File: config.mk
export PLATFORM = sky130hd
export DESIGN_NAME = pfa_ram
export DESIGN_NICKNAME = d
export VERILOG_FILES = /design/src/rtl/core/pfa_ram.sv
export SDC_FILE = /design/constraint.sdc
export NUM_CORES = 1
export LEC_CHECK = 0
export BUFFER_PORTS_ARGS = -buffer_cell sky130_fd_sc_hd__buf_2
export CORE_AREA = 2 2 199 201
export DETAILED_ROUTE_END_ITERATION = 10
export DIE_AREA = 0 0 201 203
export GPL_TIMING_DRIVEN = 1
export HOLD_SLACK_MARGIN = 0.06
export PLACE_DENSITY = 0.77
export SLEW_MARGIN = 25
export SYNTH_ARGS = -nofsm -noshare
export SYNTH_HDL_FRONTEND = slang
export SYNTH_SLANG_ARGS = --single-unit
File: constraint.sdc
create_clock -name i_clk -period 5.65 [get_ports i_clk]
set_input_delay 0.8475 -clock i_clk [delete_from_list [all_inputs] [get_ports i_clk]]
set_output_delay 0.8475 -clock i_clk [all_outputs]
set_load 0.05 [all_outputs]
File: src/rtl/core/pfa_ram.sv
// Simple dual-port RAM: one write port, one read port with registered data.
// Holds the free bitmap and the reference counts; no package dependency.
module pfa_ram #(
    parameter int WIDTH  = 32,
    parameter int DEPTH  = 16,
    parameter int ADDR_W = 4
) (
    input  logic              i_clk,
    input  logic              i_we,
    input  logic [ADDR_W-1:0] i_waddr,
    input  logic [WIDTH-1:0]  i_wdata,
    input  logic [ADDR_W-1:0] i_raddr,
    output logic [WIDTH-1:0]  o_rdata
);

    logic [WIDTH-1:0] r_mem [DEPTH];
    logic [WIDTH-1:0] r_rdata;

    always_ff @(posedge i_clk) begin
        if (i_we) begin
            r_mem[i_waddr] <= i_wdata;
        end
        r_rdata <= r_mem[i_raddr];
    end

    assign o_rdata = r_rdata;

endmodule

* Word level (Yosys, flattened, before mapping)
Memory sizes are Yosys's and may differ from the RTL's. A register that Yosys moved wholly into a read port is not among the register bits.
Cells that the tools add are included.
W data, S select, Z words.
** Word-level totals
- Memory bits (writable) :: 512
- Memories kept :: 1
- Output and inout port bits :: 32
- Register bits after elaboration :: 0
- Bits of input ports :: 42
** Operators by class
- Multiplexer cells :: 2
** Memories
- r_mem :: words 16, width 32, rd ports 1, clocked after Yosys merged registers in 1, wr ports 1, line 16 : logic [WIDTH-1:0] r_mem [DEPTH];
** Operators by type and width (number)
- $mux W1 :: 2

* Depth between registers and ports, before layout
- Depth after elaboration :: 2
- Mapped depth :: 5

* Worst setup path before layout
OpenSTA, ideal clock, no wires.
- Path kind :: input-to-reg
- From :: in i_waddr[2]
- To :: mem r_mem[0][0], enable pin
- Stages on the path :: 2
- Path slack :: 1.623 ns
- Path buffers :: 0
- Library setup time :: 0.461 ns
- Arrival :: 3.566 ns
- Data required time :: 5.189 ns
- Path through :: or3b_2 -> nor3_1
** RTL lines
- from (decl) :: line 10 : input logic [ADDR_W-1:0] i_waddr,
- to (decl) :: line 16
Straight into the memory's write port.

==> results_dict.tcl <==
set metrics [dict create \
    status "finished, final reports clean" \
    synth_xor_xnor_area_share 0 \
    netlist.area_leader.share 0.774 \
    first_pass_grt_wire_length_microns 60600 \
    synthMuxAreaShare 0.145 \
    finalHoldViolCount 0 \
    cts_hold_buf 0 \
    finalHoldWorstSlack_ns 0.652 \
    postSynthAreaPerCell_sq_um 23.7 \
    finish.instance_area_sq_um 22600 \
    hpwlAfterDp_microns 18900 \
    clk_transition_reported_paths_ns 0.07 \
    clock_path_buffers 3 \
    firstDrtPassIters 7 \
    design.core.area_sq_um 38500 \
    antenna_violations_before_repair 3 \
    post-cts-setup-buffer-count 0 \
    synth_nets 880 \
    period_needed_ns 2.57 \
    io_pins 74 \
    timing_worst_setup_path_type "input port to flop" \
    global_routing_met2_resource_utilization 0.357 \
    total_power_w 0.00825 \
    synth_most_common_cell "sky130_fd_sc_hd__edfxtp_1" \
    number_of_enable_flip_flop_cells_after_synthesis 512 \
    post_synth_instance_area_sq_um 19900 \
    finalNonFillerCells 1506 \
    yosys_register_bits 544 \
    clock_tree_from_tritoncts "built" \
    crit_arrival_ns 3.01 \
    grt.overflow.total 0 \
    ys_async_sr_fraction 0 \
    final_number_of_max_transition_violations 0 \
    detail_route.drc_violations 0 \
    placedCellCount 1410 \
    grt.busiest_layer "met2" \
    netlist-cell-type-count 18 \
    leakagePower_nw 7.24 \
    placed_area_sq_um 21000 \
    port_buffers 73 \
    grt_max_degree 76 \
    ctsRootBufferMaster "sky130_fd_sc_hd__clkbuf_16" \
    synth_seq_area_share 0.807 \
    main_combinational_cell_family_by_area_after_synthesis "multiplexers" \
    worstSkewPairLatency_ns 0.56 \
    wire_per_inst_microns 27.4 \
    ant_nets 0 \
    grt_util_all_layers 0.204 \
    setup_violations 0 \
    drt_iter0_markers 847 \
    placementRows 72 \
    grt_pass1_vias 9288 \
    synth-warning-count 0 \
    rsz_0062_raised_after_global_routing "no" \
    accumulated_negative_setup_slack_ns 0 \
    finalWeightedCongestion 0.728 \
    worstHoldPathType "input port to flop" \
    reg_to_reg_slack_setup_ns 4.27 \
    start_util 0.516 \
    critPathLaunchType "input port" \
    crit_required_ns 6.10 \
    ys_top_cells_by_area "sky130_fd_sc_hd__edfxtp_1 77%, sky130_fd_sc_hd__mux4_2 15%, sky130_fd_sc_hd__dfxtp_1 3.2%" \
    dieArea_sq_um 40800 \
    power_per_cell_area_nw_per_um2 365 \
    insertedDiodeCount 0 \
    clk_skew_ns 0.0113 \
    areaGrowthSynthToFinish_pct 13.7 \
    final_layout_size_suffix_gt1_frac 0.319 \
    tightestPinTransition_ns 1.04 \
    setup.worst_path.end_class "flop" \
    h-tree-depth 2 \
    cts.repair.resized 0 \
    synth_compound_gate_area_share 0.0242 \
    ir_drop_mv 0.224 \
    final.period_utilization 0.454 \
    met3_track_utilization_from_global_routing 0.0356 \
    synth.largest_area_cell "sky130_fd_sc_hd__edfxtp_1" \
    yosys-top-cells-count "512 x sky130_fd_sc_hd__edfxtp_1, 128 x sky130_fd_sc_hd__mux4_2, 64 x sky130_fd_sc_hd__a22oi_1" \
    synth_adder_area_share 0 \
    routed_wl_microns 41300 \
    met1_usage 0.270 \
    slew_headroom 0.304 \
    post_synth_and_or_nand_nor_area_fraction 0.0127 \
    synth-main-ff-cell "sky130_fd_sc_hd__edfxtp_1" \
    timing.fmax_mhz 390 \
    num-nets-final 987 \
    routed_via_density 6.04 \
    detailroute.via_count 9091 \
    post_synth_inst_count 838 \
    path_max_fanout 75 \
    max_cap_viol_count 0 \
    clock_sinks 544 \
    die_width_microns 201 \
    fp.dieH_microns 203 \
    cts_inserted_buffers 51 \
]
## flip-flops by register name, summed over array words and instances, names as in the netlist
register,count
o_rdata,32
r_mem,512
## critical path, stage by stage
cell	delay (ns)
sky130_fd_sc_hd__clkbuf_8	0.67
sky130_fd_sc_hd__buf_4	0.49
sky130_fd_sc_hd__mux4_2	0.57
sky130_fd_sc_hd__a22oi_1	0.23
sky130_fd_sc_hd__nand2_1	0.07
## area by class of cell
cell class / count / area, sq um
clock inverter: 22 / 158
clock buffer: 74 / 1430
fill: 2635 / 15900
tap: 518 / 648
sequential: 544 / 16000
multi-input combinational: 251 / 3750
timing repair buffer: 97 / 569
## logic make-up (layout without fill, tap and decap cells)
family,count (synthesis),in the layout
flip-flops,544,544
multiplexers,128,128
AO/OA/AOI/OAI,64,64
AND/OR/NAND/NOR,59,59
buffers and inverters,43,193
## report_power, final
| part | total, W | switching [W] | internal, W | leakage [nW] |
|---|---|---|---|---|
| combinational | 0.000469 | 0.000310 | 0.000159 | 1.56 |
| clock | 0.00324 | 0.00139 | 0.00185 | 0.780 |
| sequential | 0.00454 | 0.0000329 | 0.00451 | 4.89 |
## placed cells by master, fill, tap and decap left out
cell	count
sky130_fd_sc_hd__a22oi_1	64
sky130_fd_sc_hd__and2_2	1
sky130_fd_sc_hd__buf_12	1
sky130_fd_sc_hd__buf_2	71
sky130_fd_sc_hd__buf_4	24
sky130_fd_sc_hd__bufinv_16	2
sky130_fd_sc_hd__clkbuf_1	16
sky130_fd_sc_hd__clkbuf_16	51
sky130_fd_sc_hd__clkbuf_8	8
sky130_fd_sc_hd__clkinv_1	11
sky130_fd_sc_hd__clkinv_2	6
sky130_fd_sc_hd__dfxtp_1	32
sky130_fd_sc_hd__edfxtp_1	512
sky130_fd_sc_hd__inv_6	3
sky130_fd_sc_hd__mux4_2	128
sky130_fd_sc_hd__nand2_1	33
sky130_fd_sc_hd__nand2b_1	2
sky130_fd_sc_hd__nand3_1	1
sky130_fd_sc_hd__nand3b_1	2
sky130_fd_sc_hd__nor2_4	13
sky130_fd_sc_hd__nor2b_4	2
sky130_fd_sc_hd__nor3_2	4
sky130_fd_sc_hd__or3b_2	1
## metal layers
layer,routed length [microns],part of all wire
met1,15500,0.37
met2,21800,0.53
met5,23,0.00056
met3,3200,0.078
met4,786,0.019
## metrics by stage
stage               worst slack, ns  utilization
floorplan                      1.62            -
global placement               2.53        0.545
detailed placement             2.49        0.545
CTS                            3.07        0.587
global route                   2.83        0.587
finish                         3.08        0.587
## final timing paths
kind                                     from           end  cells after the start
worst min-delay path              i_wdata[27]  r_mem[6][27]                      1
worst max-delay path               i_raddr[0]   o_rdata[21]                      5
worst min register to register   r_mem[14][8]    o_rdata[8]                      3
worst max register to register  r_mem[11][30]   o_rdata[30]                      3
Note: power is estimated with default switching activity, not from simulation.
