--- config.mk ---
export PLATFORM = sky130hd
export DESIGN_NAME = pfa_ffs
export DESIGN_NICKNAME = d
export VERILOG_FILES = /design/src/rtl/core/pfa_pkg.sv /design/src/rtl/core/pfa_ffs.sv
export SDC_FILE = /design/constraint.sdc
export NUM_CORES = 1
export LEC_CHECK = 0
export ABC_CLOCK_PERIOD_IN_PS = 1300
export BUFFER_PORTS_ARGS = -buffer_cell sky130_fd_sc_hd__buf_2
export CAP_MARGIN = 30
export CORE_AREA = 8 8 45 47
export DETAILED_ROUTE_END_ITERATION = 7
export DIE_AREA = 0 0 53 55
export PLACE_DENSITY = 0.71
export SETUP_SLACK_MARGIN = 0.5
export SLEW_MARGIN = 20
export SYNTH_ARGS = -nofsm -noshare
export SYNTH_HDL_FRONTEND = slang
export SYNTH_SLANG_ARGS = --single-unit
--- constraint.sdc ---
create_clock -name vclk -period 1.3
set_clock_uncertainty 0.15 [all_clocks]
set_input_delay 0.065 -clock vclk [all_inputs]
set_output_delay 0.065 -clock vclk [all_outputs]
set_load 0.02 [all_outputs]
--- src/rtl/core/pfa_pkg.sv ---
// Shared types and constants for the page frame allocator.
// Used by the top level and pfa_ffs (pfa_ram does not use it); depends on nothing.
package pfa_pkg;

    localparam int MAP_WORDS_DEF   = 16;
    localparam int COUNT_WIDTH_DEF = 8;

    localparam int WORD_BITS = 32;
    localparam int BIT_W     = 5;
    localparam int CFG_W     = 10;
    localparam int PAGE_W    = 9;
    localparam int FREE_W    = 10;

    localparam logic [1:0] OP_INIT  = 2'd0;
    localparam logic [1:0] OP_ALLOC = 2'd1;
    localparam logic [1:0] OP_FREE  = 2'd2;
    localparam logic [1:0] OP_COW   = 2'd3;

    localparam logic [2:0] ST_OK       = 3'd0;
    localparam logic [2:0] ST_NOMEM    = 3'd1;
    localparam logic [2:0] ST_COPIED   = 3'd2;
    localparam logic [2:0] ST_WRITABLE = 3'd3;
    localparam logic [2:0] ST_NONE     = 3'd4;

    localparam logic CFG_TOTAL    = 1'b0;
    localparam logic CFG_RESERVED = 1'b1;

    localparam logic [CFG_W-1:0] TOTAL_RESET    = 10'd512;
    localparam logic [CFG_W-1:0] RESERVED_RESET = 10'd1;

    typedef struct packed {
        logic [1:0]        op;
        logic [PAGE_W-1:0] frame;
    } t_in_item;

    typedef struct packed {
        logic [PAGE_W-1:0] page;
        logic [2:0]        status;
        logic [FREE_W-1:0] free_pages;
    } t_out_item;

endpackage

--- src/rtl/core/pfa_ffs.sv ---
// Find-first-set unit: lowest set bit of one bitmap word.
// Shared by every allocation scan; uses pfa_pkg for the word size.
module pfa_ffs
    import pfa_pkg::*;
(
    input  logic [WORD_BITS-1:0] i_word,
    output logic                 o_found,
    output logic [BIT_W-1:0]     o_idx
);

    always_comb begin
        o_idx = '0;
        for (int i = WORD_BITS - 1; i >= 0; i--) begin
            if (i_word[i]) begin
                o_idx = BIT_W'(i);
            end
        end
    end

    assign o_found = |i_word;

endmodule
**Yosys cells after proc, flatten, opt, wreduce, memory -nomap -nowiden**

Index checks and enable logic that the tools add are counted.

- Bits of input ports: 32
- Logic and storage cells: 33
- Register bits after elaboration: 0

- Mux-type cells: 32
- Reductions and logical operators: 1

Operator list:

| kind | number |
|---|---|
| two-way mux 5 bit | 32 |
| OR reduction 32 bit | 1 |

**Logic depth before layout (Yosys ltp)**

Gate-level depths: netlist of the first run.

- Depth in word-level cells: 32
- Mapped depth: 5

**Worst setup path before layout of the first run**

Ideal clock, no wire load.

- Kind: in2out
- Start: in i_word[30]
- End: out o_idx[0]
- Path buffers: 0
- Setup slack: -132 ps
- Arrival time: 1217 ps
- Cell stages on the path: 5
- Cells stage by stage: nor3b_1 nor3_1 o31ai_1 o2111ai_1 a221oi_1

- Word-level cells in the longest chain between the ends: 31

Ends and longest elaborated chain:

| item | RTL line | source |
|---|---|---|
| from (decl) | pfa_ffs.sv:6 | `input logic [WORD_BITS-1:0] i_word,` |
| two-way mux 5 bit (31 in series) | pfa_ffs.sv:14 | `if (i_word[i]) begin` |
| to (decl) | pfa_ffs.sv:8 | `output logic [BIT_W-1:0] o_idx` |

No other way between the ends.

**Worst setup path after layout of the first run**

- Start: in i_word[8]
- End: out o_idx[0]

- Word-level cells in the longest chain between the ends: 9

Ends and longest elaborated chain:

| item | RTL line |
|---|---|
| two-way mux 5 bit (9 in series) | pfa_ffs.sv:14 |

No other way between the ends.

==> results of run 1 <==
## critical path, stage by stage
cell and delay [ns]:
sky130_fd_sc_hd__buf_2 0.13, sky130_fd_sc_hd__nor3_1 0.20, sky130_fd_sc_hd__o21a_1 0.19, sky130_fd_sc_hd__a2111oi_1 0.08, sky130_fd_sc_hd__buf_4 0.14, sky130_fd_sc_hd__a221oi_2 0.26
sky130_fd_sc_hd__buf_4 0.19
## power breakdown
| group | total, mW | leakage [nW] | internal (mW) | switching [mW] |
|---|---|---|---|---|
| combinational | 0.250 | 0.444 | 0.134 | 0.116 |
| clock | 0 | 0 | 0 | 0 |
| sequential | 0 | 0 | 0 | 0 |
## timing repair
item / 4_1_cts / 5_1_grt
setup endpoints to repair: 6 / 6
gates resized for setup: 24 / 8
cloned: 0 / 0
pin swaps: 9 / 6
hold buffers: 0 / 0
## worst max-delay path by stage
stage	slack, ns	startpoint	depth (start not counted)	to
2_1_floorplan	0.03	i_word[23]	3	o_found
3_3_place_gp	-0.21	i_word[27]	6	o_found
3_5_place_dp	-0.23	i_word[27]	6	o_found
4_1_cts	-0.17	i_word[30]	7	o_idx[0]
5_1_grt	-0.28	i_word[30]	7	o_idx[0]
6_report	-0.19	i_word[8]	7	o_idx[0]
## cells by family after synthesis
kind of cell           count (synthesis)
AND/OR/NAND/NOR                       37
AO/OA/AOI/OAI                         22
buffers and inverters                  6
## routing by layer
| layer | vias to the layer above | part of all wire (%) | wire length, um | global-route usage (%) |
|---|---|---|---|---|
| met2 | 26 | 58 | 1182 | 29.88 |
| met1 | 365 | 33 | 672 | 11.20 |
| met5 | - | 0 | 0 | 0 |
| met3 | 2 | 8.2 | 168 | 3.476 |
| met4 | 0 | 0.69 | 14 | 2.155 |
| li1 | 389 | - | - | - |
## layout by cell type (no fill, tap or decap), drive strengths merged
master and n:
o2111ai 1, a21boi 1, or4 4, inv 6, a21o 1, a2111oi 2
nor4 7, nand3 1, o21a 1, a21oi 7, and2 1, o31ai 4
o21ai 3, nor3 7, a221oi 1, buf 64, nor2b 1, nand2 3
nor3b 2, a211oi 1, nor2 10, nand4 1
## area by class of cell
cell class         instances  share of cell area (%)
inverters                  6                   2.317
multi-input cells         59                   50.45
well taps                 16                   2.059
repair buffers            64                   45.17
## through the flow
stage | hold WS (ns) | setup slack, ns
CTS | 0.3591 | -0.1655
global placement | 0.3538 | -0.2140
floorplan | 0.02218 | 0.03098
finish | 0.3727 | -0.1870
detailed placement | 0.3580 | -0.2267
global route | 0.3951 | -0.2820
==> results by group, run 1 <==
STA
  – Worst slew margin relative to its limit: roughly 75%
  – RSZ-0062 raised after global routing: true
  – Max-slew violations: 0
  – Sum of negative setup slack: -0.7769 ns
  – Final critical delay including setup and external delays: between 1 and 1.5 ns
  – Max frequency: between 600 and 700 MHz
  – Endpoints failing hold: 0
  – Share of the cycle needed by the critical path after routing: 114.4%
  – Worst slew pin tran: 0.3682 ns
  – Final worst setup slack: -0.1870 ns
  – Endpoints failing setup: 6

Synth
  – Netlist area before placement: ~390 sq um
  – Mapped Nets: between 90 and 100
  – YS warnings: 0
  – Post-synth top cells: 10 x sky130_fd_sc_hd__nor2_1, 7 x sky130_fd_sc_hd__a21oi_1, 7 x sky130_fd_sc_hd__nor4_1
  – Yosys top cell by area: sky130_fd_sc_hd__nor4_1
  – Sequential-to-total area share from yosys stat: 0%
  – Combinational family with the most area after synthesis: simple AND/OR/NAND/NOR gates
  – Synthesized-area fraction occupied by adder cells: 0%
  – Count leader, synth: sky130_fd_sc_hd__nor2_1
  – Synth area leaders: sky130_fd_sc_hd__nor4_1 11%, sky130_fd_sc_hd__nor2_1 9.7%, sky130_fd_sc_hd__a21oi_1 9.1%
  – Distinct cells, synth: 24
  – Post-Syn Area per Cell: between 5 and 6 sq um
  – Top cell type's share of synthesized area: 11.36%
  – XOR/XNOR Fraction of Synth Area: 0%
  – Mux contribution to synthesized area: 0%
  – Post-Synth Simple-Gate Area: a little under three fifths
  – Compound-cell area share of the yosys netlist: about 39%
  – Syn Inst Count: 65

Floorplanning
  – X dimension of the die: approximately 53 um
  – Placement Rows: 14
  – Die height: around 55 um
  – Die Footprint: 0.002915 sq mm
  – Core area: 0.001384 sq mm
  – Starting density of the core: between 20 and 30%
  – I/O pin cnt: 38

Place
  – Placed instance area: 825.8 sq um
  – Detailed placement HPWL: around 1.7 mm
  – Count of placed standard cells including taps: about 150
  – Gp weighted congestion: 0.7818
  – IO Port Bufs: 38

Run
  – Max-cap violations: 0

Detailed routing
  – DRC: 0
  – DRT iter0 DRCs: 5
  – Vias/cell: between 5 and 6
  – Final Routed Wirelength: just over 2 mm
  – Remaining number of nets flagged by the antenna check after routing: 0
  – Vias after detailed routing: ~800
  – 1st-pass router iterations: 2
  – WL/cell: approximately 14 um

Critical path
  – Maximum fanout along the worst path: 3
  – Data arrival time of the critical path: approximately 1.3 ns
  – Capturing element type of the critical path: output port
  – Class of the most critical setup path: input port to output port
  – Worst Path Required: between 1 and 1.5 ns
  – Kind of start point of the critical path: input port

Cells and area
  – Fillcell total: 127
  – Sequential cell area: 0 sq um
  – Post-layout util: between 70% and 80%
  – Number of standard cells in the layout, taps in and fillers out: between 100 and 150
  – Post-synthesis to final-layout area growth: 152.3%
  – FFs & Latches: 0
  – Multi-input logic area: 490.5 sq um
  – Layout clock buffer count: 0
  – Share of final-layout standard cells stronger than drive strength 1: approximately two thirds
  – Post-layout instance area: a little under 0.001 sq mm
  – Total Nets Final: between 150 and 200
  – Total inserted antenna cells: 0

Global routing
  – Overflow left after global routing: 0
  – Vias in the first global route: just over 800
  – Initial antenna violation count: 0
  – Global-route total usage across every layer: between 10% and 20%
  – Wire length of the first global-routing pass: approximately 3.1 mm
  – Largest net degree at the start of global routing: 6

Worst hold path
  – End of the worst hold path: o_idx[0]
  – Hold path depth: 4
  – Path category of the worst min-delay check: input port to output port
  – Hold Startpoint: i_word[0]

Pwr
  – PwrDens: 257.1 mW/mm^2
  – LEAKAGE: 0.4439 nW
  – Highest ir drop seen on vdd: 173.9 uV
  – Overall Power: 250.0 uW

Outcome
  – Run status: finished, violations left
  – Violated checks: setup timing

Clock tree
  – Number of setup buffers added after CTS: 0
Note: power is estimated with default switching activity, not from simulation.
==> run 2, diff against run 1 <==
--- a/config.mk
+++ b/config.mk
@@ -12,8 +12,6 @@
 export DETAILED_ROUTE_END_ITERATION = 7
 export DIE_AREA = 0 0 53 55
 export PLACE_DENSITY = 0.71
-export SETUP_SLACK_MARGIN = 0.5
-export SLEW_MARGIN = 20
 export SYNTH_ARGS = -nofsm -noshare
 export SYNTH_HDL_FRONTEND = slang
 export SYNTH_SLANG_ARGS = --single-unit
==> run 2 against run 1 <==
  * The run still ends with setup timing left
  * Worst setup slack improved by 0.033 ns
  * Wire length up 0.54%
  * Power is 7.4% higher
  * Combinational power rose by 7%
  * Critical path type unchanged
==> results by group, run 2 (synthesis results as in run 1) <==
Floorplanning
  – Placement Rows: 14 (unchanged)
  – Die Footprint: 0.002915 sq mm (unchanged)
  – X dimension of the die: 53 um (unchanged)
  – I/O pin cnt: 38 (unchanged)
  – Die height: 55 um (unchanged)
  – Core area: 0.001384 sq mm (unchanged)
  – Starting density of the core: 27.85% (unchanged)

Detailed routing
  – DRC: 0 (unchanged)
  – WL/cell: 13.56 um (-3.5%)
  – Final Routed Wirelength: 2.048 mm (+0.54%)
  – Remaining number of nets flagged by the antenna check after routing: 0 (unchanged)
  – DRT iter0 DRCs: 7 (+2)
  – Vias/cell: 5.185 (-3.9%)
  – 1st-pass router iterations: 3 (+1)
  – Vias after detailed routing: 783 (+0.13%)

STA
  – Share of the cycle needed by the critical path after routing: 111.8% (-2.6 points)
  – Worst hold slack: 0.3552 ns (-0.01744 ns)
  – Max frequency: 687.9 MHz (+2.3%)
  – Worst slew margin relative to its limit: 77.02% (+1.8 points)
  – Endpoints failing hold: 0 (unchanged)
  – Max-slew violations: 0 (unchanged)
  – Final critical delay including setup and external delays: 1.454 ns (-0.03337 ns)
  – Worst slew pin tran: 0.3438 ns (-0.02447 ns)
  – RSZ-0062 raised after global routing: true
  – Sum of negative setup slack: -0.7514 ns (+0.02547 ns)
  – Endpoints failing setup: 6 (unchanged)
  – Final worst setup slack: -0.1536 ns (+0.03337 ns)

Outcome
  – Violated checks: setup timing
  – Run status: finished, violations left

Critical path
  – Cell chain of the critical path: buf_6, or4_4, nor3_4, nand4_1, buf_2
  – Data arrival time of the critical path: 1.24 ns (-0.03 ns)
  – Cell with the largest stage delay on the worst path: sky130_fd_sc_hd__or4_4
  – Worst Path Required: 1.09 ns (about the same)
  – Critical Path Max Stage Delay: 0.59 ns (+0.33 ns)
  – Capturing element type of the critical path: output port
  – Destination of the critical timing path: o_found
  – Startpoint of the worst setup timing path: i_word[20]
  – Kind of start point of the critical path: input port
  – Class of the most critical setup path: input port to output port
  – Maximum fanout along the worst path: 3 (unchanged)

Cells and area
  – Layout clock buffer count: 0 (unchanged)
  – Total inserted antenna cells: 0 (unchanged)
  – Post-layout util: 75.95% (+5.7 points)
  – Number of standard cells in the layout, taps in and fillers out: 151 (+4.1%)
  – FFs & Latches: 0 (unchanged)
  – Sequential cell area: 0 sq um (unchanged)
  – Total Nets Final: 169 (+3.7%)
  – Post-synthesis to final-layout area growth: 172.7%
  – Most used cells in the layout excluding fill and tap cells: 34 x sky130_fd_sc_hd__buf_4, 24 x sky130_fd_sc_hd__buf_2, 12 x sky130_fd_sc_hd__buf_6, 9 x sky130_fd_sc_hd__nor2_1, 5 x sky130_fd_sc_hd__inv_1
  – Most frequent standard cell in the layout excluding fill and tap cells: sky130_fd_sc_hd__buf_4
  – Share of final-layout standard cells stronger than drive strength 1: 69.63% (+3.0 points)

Run
  – Max-cap violations: 0 (unchanged)

Pwr
  – LEAKAGE: 0.4825 nW (+8.7%)
  – PwrDens: 255.4 mW/mm^2 (-0.67%)
  – Overall Power: 268.4 uW (+7.4%)
  – Highest ir drop seen on vdd: 161.6 uV (-7.1%)

Place
  – IO Port Bufs: 38 (unchanged)
  – Count of placed standard cells including taps: 150 (+3.4%)
  – Gp weighted congestion: 0.7113 (-9.0%)
  – Detailed placement HPWL: 1.566 mm (-5.9%)

Worst hold path
  – Path category of the worst min-delay check: input port to output port
  – Hold Startpoint: i_word[0]

Global routing
  – Global-route total usage across every layer: 14.67% (+1.3 points)
  – Vias in the first global route: 876 (+6.3%)
  – Largest net degree at the start of global routing: 6 (unchanged)
  – Initial antenna violation count: 0 (unchanged)
  – Overflow left after global routing: 0 (unchanged)
  – Wire length of the first global-routing pass: 3.470 mm (+11%)
==> run 2: changes by cell type in the layout (fill, tap and decap cells not counted), sizes merged <==
cell | before | now
buf | 64 | 70
==> run 2: cell type report <==
cell class / instances / area [sq um]
multi-input combinational: 59 / 498.0
inverter: 6 / 22.52
timing repair buffer: 70 / 510.5
tap: 16 / 20.02
fill: 94 / 332.8
==> run 2: how the worst min path moves through the flow <==
stage | endpoint | slack, ns | cells after the start
global placement | o_idx[0] | 0.35 | 4
CTS | o_idx[0] | 0.36 | 4
detailed placement | o_idx[0] | 0.35 | 4
global route | o_idx[0] | 0.36 | 4
floorplan | o_idx[0] | 0.02 | 1
finish | o_idx[0] | 0.36 | 4
==> run 2: metal layers <==
| metal | global-route usage [%] | up-vias | wire (um) |
|---|---|---|---|
| met2 | 31.45 | 21 | 1166 |
| met4 | 3.448 | 0 | 14 |
| li1 | - | 399 | - |
| met3 | 1.872 | 2 | 105 |
| met5 | 0 | - | 0 |
| met1 | 14.05 | 361 | 761 |
==> run 2: stage by stage <==
step                      cell area (sq um)  setup WS (ns)
after floorplan                       400.4        0.01717
after global placement                843.3        -0.1795
after detailed placement              843.3        -0.2038
after CTS                              1007        -0.1345
after global routing                   1051        -0.2350
final                                  1051        -0.1536
==> run 2: power breakdown <==
group	internal, mW	leakage [nW]	switching [mW]
clock	0	0	0
combinational	0.149	0.483	0.120
sequential	0	0	0
==> run 2: worst max-delay path: cells and delay by family <==
kind                   cells  cell delay, ns
and+or+nand+nor            3            0.91
buffers and inverters      2            0.26
==> run 2: repair_timing <==
item                                    in CTS  in global routing
resized for setup                           35                  8
endpoints found under the setup margin       6                  6
setup buffers                                1                  0
pin swaps                                   12                  1
hold buffers                                 0                  0
